File: src/hdl/tvig_pkg.sv
`default_nettype none

package tvig_pkg;

	// Widths of the datapath and of the configuration fields.
	localparam int MAX_RANK  = 4;
	localparam int DATA_W    = 32;
	localparam int DIM_W     = 16;
	localparam int RANK_W    = 3;
	localparam int CFG_W     = 64;
	localparam int CFG_IDX_W = 2;
	localparam int DIM_IDX_W = (MAX_RANK > 1) ? $clog2(MAX_RANK) : 1;

	// One restoring divider step per quotient bit.
	localparam int STEPS = DATA_W;

	// Configuration register indexes.
	localparam logic [CFG_IDX_W-1:0] REG_BASE_OFFSET = CFG_IDX_W'(0);
	localparam logic [CFG_IDX_W-1:0] REG_VIEW_RANK   = CFG_IDX_W'(1);
	localparam logic [CFG_IDX_W-1:0] REG_DIM_SIZES   = CFG_IDX_W'(2);
	localparam logic [CFG_IDX_W-1:0] REG_DIM_STRIDES = CFG_IDX_W'(3);

	// Reset values of the configuration registers.
	localparam logic [DATA_W-1:0] BASE_OFFSET_RST = '0;
	localparam logic [RANK_W-1:0] VIEW_RANK_RST   = RANK_W'(1);
	localparam logic [CFG_W-1:0]  DIM_SIZES_RST   = 64'h0001_0001_0001_0001;
	localparam logic [CFG_W-1:0]  DIM_STRIDES_RST = 64'h0000_0000_0000_0001;

	// A request as it moves from one dimension pass to the next.
	typedef struct packed {
		logic              valid;
		logic [DATA_W-1:0] num;
		logic [DATA_W-1:0] addr;
	} tvig_item_t;

	// A request inside the divider: partial remainder and dividend/quotient.
	typedef struct packed {
		logic              valid;
		logic [DIM_W-1:0]  rem;
		logic [DATA_W-1:0] num;
		logic [DATA_W-1:0] addr;
	} tvig_div_t;

	// Rank values above the maximum act as the maximum.
	function automatic logic [RANK_W-1:0] sat_rank(input logic [RANK_W-1:0] rank);
		return (rank > RANK_W'(MAX_RANK)) ? RANK_W'(MAX_RANK) : rank;
	endfunction

	// Dimension handled by pass p: the innermost active one comes first.
	function automatic logic [DIM_IDX_W-1:0] pass_dim(input logic [RANK_W-1:0] rank,
		input int p);
		logic [RANK_W-1:0] d;
		d = rank - RANK_W'(p) - RANK_W'(1);
		return d[DIM_IDX_W-1:0];
	endfunction

	// Divisor of pass p; an inactive pass or a zero size divides by one.
	function automatic logic [DIM_W-1:0] pass_size(input logic [CFG_W-1:0] sizes,
		input logic [RANK_W-1:0] rank, input int p);
		logic [DIM_W-1:0] s;
		s = sizes[pass_dim(rank, p)*DIM_W +: DIM_W];
		if (rank <= RANK_W'(p) || s == '0) begin
			return DIM_W'(1);
		end
		return s;
	endfunction

	// Stride of pass p; an inactive pass adds nothing.
	function automatic logic [DIM_W-1:0] pass_stride(input logic [CFG_W-1:0] strides,
		input logic [RANK_W-1:0] rank, input int p);
		if (rank <= RANK_W'(p)) begin
			return '0;
		end
		return strides[pass_dim(rank, p)*DIM_W +: DIM_W];
	endfunction

endpackage

`default_nettype wire

File: src/hdl/tvig_div_stage.sv
`default_nettype none

module tvig_div_stage (
	input  wire logic                       clk,
	input  wire logic                       arst_n,
	input  wire logic                       adv,
	input  wire logic [tvig_pkg::DIM_W-1:0] divisor,
	input  wire tvig_pkg::tvig_div_t        step_in,
	output tvig_pkg::tvig_div_t             step_out
);
	import tvig_pkg::*;

	logic [DIM_W:0]    trial;
	logic [DIM_W:0]    diff;
	logic              fits;
	logic              valid_s1;
	logic [DIM_W-1:0]  rem_s1;
	logic [DATA_W-1:0] num_s1;
	logic [DATA_W-1:0] addr_s1;

	// Bring down the next dividend bit and try to subtract the divisor.
	assign trial = {step_in.rem, step_in.num[DATA_W-1]};
	assign diff  = trial - {1'b0, divisor};
	assign fits  = (trial >= {1'b0, divisor});

	// Valid bit of this step.
	always_ff @(posedge clk or negedge arst_n) begin
		if (!arst_n) begin
			valid_s1 <= 1'b0;
		end else if (adv) begin
			valid_s1 <= step_in.valid;
		end
	end

	// The remainder stays below the divisor, so it fits in the field width.
	always_ff @(posedge clk) begin
		if (adv) begin
			rem_s1  <= fits ? diff[DIM_W-1:0] : trial[DIM_W-1:0];
			num_s1  <= {step_in.num[DATA_W-2:0], fits};
			addr_s1 <= step_in.addr;
		end
	end

	assign step_out = '{valid: valid_s1, rem: rem_s1, num: num_s1, addr: addr_s1};

endmodule

`default_nettype wire

File: src/hdl/tvig_pass.sv
`default_nettype none

module tvig_pass (
	input  wire logic                       clk,
	input  wire logic                       arst_n,
	input  wire logic                       adv,
	input  wire logic [tvig_pkg::DIM_W-1:0] divisor,
	input  wire logic [tvig_pkg::DIM_W-1:0] stride,
	input  wire tvig_pkg::tvig_item_t       item_in,
	output tvig_pkg::tvig_item_t            item_out
);
	import tvig_pkg::*;

	tvig_div_t                 chain [0:STEPS];
	logic signed [2*DIM_W:0]   prod_full;
	logic                      valid_s1;
	logic [DATA_W-1:0]         prod_s1;
	logic [DATA_W-1:0]         num_s1;
	logic [DATA_W-1:0]         addr_s1;
	logic                      valid_s2;
	logic [DATA_W-1:0]         num_s2;
	logic [DATA_W-1:0]         addr_s2;

	// The divider starts with a zero partial remainder.
	assign chain[0] = '{valid: item_in.valid, rem: '0, num: item_in.num,
		addr: item_in.addr};

	// One quotient bit per stage, most significant first.
	for (genvar i = 0; i < STEPS; i++) begin : g_step
		tvig_div_stage u_step (
			.clk      (clk),
			.arst_n   (arst_n),
			.adv      (adv),
			.divisor  (divisor),
			.step_in  (chain[i]),
			.step_out (chain[i+1])
		);
	end

	// Coordinate times signed stride; the low word is the product modulo 2^32.
	assign prod_full = $signed({1'b0, chain[STEPS].rem}) * $signed(stride);

	// Valid bits of the multiply and accumulate stages.
	always_ff @(posedge clk or negedge arst_n) begin
		if (!arst_n) begin
			valid_s1 <= 1'b0;
			valid_s2 <= 1'b0;
		end else if (adv) begin
			valid_s1 <= chain[STEPS].valid;
			valid_s2 <= valid_s1;
		end
	end

	// Multiply, then add the product to the running address.
	always_ff @(posedge clk) begin
		if (adv) begin
			prod_s1 <= prod_full[DATA_W-1:0];
			num_s1  <= chain[STEPS].num;
			addr_s1 <= chain[STEPS].addr;
			num_s2  <= num_s1;
			addr_s2 <= addr_s1 + prod_s1;
		end
	end

	assign item_out = '{valid: valid_s2, num: num_s2, addr: addr_s2};

endmodule

`default_nettype wire

File: config.mk
export PLATFORM = sky130hd
export DESIGN_NAME = tvig_pass
export DESIGN_NICKNAME = d
export VERILOG_FILES = /design/src/hdl/tvig_pkg.sv /design/src/hdl/tvig_div_stage.sv /design/src/hdl/tvig_pass.sv
export SDC_FILE = /design/constraint.sdc
export NUM_CORES = 2
export LEC_CHECK = 0
export BUFFER_PORTS_ARGS = -buffer_cell sky130_fd_sc_hd__buf_2
export CORE_UTILIZATION = 35
export DETAILED_ROUTE_END_ITERATION = 8
export SYNTH_ARGS = -nofsm -noshare
export SYNTH_HDL_FRONTEND = slang
export SYNTH_SLANG_ARGS = --single-unit
File: constraint.sdc
create_clock -name clk -period 5.7 [get_ports clk]
set_input_delay 0.57 -clock clk [delete_from_list [all_inputs] [get_ports clk]]
set_output_delay 0.57 -clock clk [all_outputs]
set_load 0.05 [all_outputs]
==> summary.md <==
| Metric | Value |
|---|---|
| Cts bufs inserted | `between 300 and 400` |
| Die Area | `347100 sq um` |
| Startpoint types | `flip-flop` |
| Final nets | `roughly 9.4k` |
| CP Class | `flip-flop to flip-flop` |
| Violated checks | `negative setup slack` |
| Core ar. | `roughly 340000 sq um` |
| Layout cells sized above 1 | `15.19%` |
| Unrepaired setup endpoints after global routing | `true` |
| Via count | `63.78k` |
| First-pass GRT wire length | `approximately 360000 um` |
| Clock sink count | `about 2.8k` |
| Mean Syn Cell Area | `roughly 16 sq um` |
| CP Capture Type | `flip-flop` |
| Relative slew slack | `16.17%` |
| Finished Cell Area | `140100 sq um` |
| Final Setup Violations | `11` |
| Overall Global Routing Usage | `a little over an eighth` |
| Synth Register Bits | `approximately 2.8k` |
| First DRT Iteration DRCs | `about 4.2k` |
| Seq. cell area | `82530 sq um` |
| Status | `finished with violations` |
| Pin count of the biggest net entering global routing | `between 150 and 200` |
| Total grt overflow | `0` |
| DRT Wirelength | `around 230000 um` |
| Syn. warnings | `0` |
| Synth Flop Type | `edfxtp_1` |
| Number of global-route vias before repair | `65.03k` |
| IO Pins | `165` |
| Vias per std cell | `a little under 5` |
| Die H | `between 500 and 600 um` |
| Area after DPL | `~130000 sq um` |
| Synth area leaders | `edfxtp_1, ha_1, fa_1` |
| Netlist cell types | `79` |
| Post-DP HPWL | `around 150000 um` |
| Routed len/inst | `17.33 um` |
| Number of remaining DRC errors | `0` |
| Hold WS | `just over 0.08 ns` |
| Port Buffers | `164` |
| Drt first pass iters | `5` |
| Max clock buf depth | `4` |
| Final period util | `107.1%` |
| # H-tree levels | `5` |
| Required time worst endpoint | `approximately 6.3 ns` |
| Cell row count | `about 220` |
| Cell count after synthesis | `~7.7k` |
| CTS tree | `done` |
| Min cycle time layout | `6.103 ns` |
| Clk_lat worst skew | `about 0.92 ns` |
| Hold Vio Cnt, Final | `0` |
| CTS root buf | `clkbuf_16` |
| Maxcap violations | `0` |
| Worst-Margin Slew | `~1.2 ns` |
| Post-synthesis sequential area ratio | `slightly below 70%` |
| Post-synth top area share | `67.68%` |
| Die width | `between 500 and 600 um` |
| Fin cells | `13.25k` |
| Reg clk slew, reported paths | `around 0.060 ns` |
| EDFF count, synth | `approximately 2.7k` |
| Max-slew violation count | `0` |
| GP Congestion | `between 0.8 and 0.9` |
| Area growth, synth to finish | `16.10%` |
| Initial Util | `between 30% and 40%` |
| Highest Clock Rate | `between 150 and 200 MHz` |
| Final ANT Viol Nets | `0` |
| Placed cell count | `roughly 13k` |
| Final setup skew | `roughly 0.056 ns` |
| Async S/R FF share, synth | `1.235%` |
| Netlist Area Pre-Place | `roughly 120000 sq um` |
| Post-synth top area cell | `edfxtp_1` |
| Final worst setup slack | `-0.4030 ns` |
| Max FO, Critical Path | `4` |
| Area of the multi-input gates | `36370 sq um` |
| Most frequent cells after synthesis | `edfxtp_1, ha_1, nand2_1` |
| Top-count cell post-synth | `edfxtp_1` |
| Fillers | `approximately 31k` |
| Initial antenna violation count | `7` |
| Hold Crit Class | `primary input to flip-flop` |
| Crit path DAT | `just under 7 ns` |
| Mapped Nets | `around 8.7k` |
stage by stage:
step | util (%) | setup slack (ns) | TNS, ns
after CTS | 40.82 | -0.4063 | -3.276
after global routing | 40.85 | -0.6192 | -6.221
after detailed placement | 37.60 | -0.8538 | -10.80
after floorplan | - | -0.2366 | -1.044
final | 40.85 | -0.4030 | -3.278
after global placement | 37.60 | -0.8636 | -10.78
layout by cell type, fill, tap and decap left out, types with 162 or more instances in the layout:
cell and instances:
xnor2_1 257, buf_4 213, ha_1 632, inv_1 418, fa_1 217, mux2_2 296, nand2_1 442, nor2_1 313
buf_2 162, a21oi_1 332, edfxtp_1 2720, clkbuf_16 316, o21ai_0 338
layout make-up:
type,count,area share [%]
well taps,4557,4.070
repair buffers,487,2.740
clock buffers,370,5.789
flip-flops and latches,2754,58.90
diodes,4,0.007144
inverters,444,1.193
multi-input cells,4431,25.96
clock inverters,198,1.342
path summary, 6_finish.rpt:
kind,depth (start not counted),end,slack [ns],from
setup / recovery,21,prod_s1[31]$_DFFE_PP_,-0.40,g_step[31].u_step.rem_s1[6]$_DFFE_PP_
hold / removal,3,g_step[0].u_step.rem_s1[0]$_DFFE_PP_,0.08,item_in[63]
setup reg to reg,21,prod_s1[31]$_DFFE_PP_,-0.40,g_step[31].u_step.rem_s1[6]$_DFFE_PP_
min in group asynchronous,2,g_step[0].u_step.valid_s1$_DFFE_PN0P_,0.31,arst_n
hold reg to reg,0,g_step[15].u_step.addr_s1[13]$_DFFE_PP_,0.36,g_step[14].u_step.addr_s1[13]$_DFFE_PP_
max in group asynchronous,2,g_step[13].u_step.valid_s1$_DFFE_PN0P_,4.92,arst_n
sequential cells by signal (all words and copies together) (netlist names):
name	cells
g_step.u_step.addr_s1	1024
g_step.u_step.num_s1	1024
g_step.u_step.rem_s1	512
addr_s1	32
addr_s2	32
g_step.u_step.valid_s1	32
num_s1	32
num_s2	32
prod_s1	32
valid_s1	1
valid_s2	1
kinds of logic after synthesis:
group / after synthesis / synth area share [%]
AOI/OAI and AO/OA: 1315 / 7.098
and+or+nand+nor: 1469 / 5.951
adders and majority gates: 872 / 10.45
xor gates and xnor gates: 413 / 2.997
muxes: 362 / 3.320
DFF: 2754 / 68.39
buffers and inverters: 561 / 1.799
critical path, stage by stage, from the launching register on:
cell,delay [ns]
edfxtp_1,0.49
and2_4,0.21
fa_1,0.53
inv_1,0.05
fa_1,0.45
fa_2,0.55
inv_2,0.04
fa_2,0.44
fa_1,0.55
inv_1,0.06
fa_1,0.51
inv_2,0.05
ha_4,0.28
a21o_1,0.13
a21oi_2,0.06
o21a_1,0.13
a31oi_4,0.19
a41oi_2,0.16
a211o_1,0.39
o21ba_4,0.24
o41ai_4,0.22
xnor2_1,0.09
what timing repair did:
item	4_1_cts	5_1_grt
pin swaps	62	31
buffers inserted	21	4
setup endpoints to repair	19	17
hold buffers	65	0
gates cloned	0	0
hold endpoints to repair	98	0
resized for setup	64	22
layer usage:
metal	track usage, %	vias up	part of all wire, %
li1	-	30712	-
met1	17.48	31383	45
met2	21.46	1224	47
met3	2.285	460	4.5
met4	4.445	2	3.3
met5	0	-	0.0074
Power is left out: the tool's default activity adds up to more than one toggle a clock period on the data nets, which glitch-free logic cannot reach.
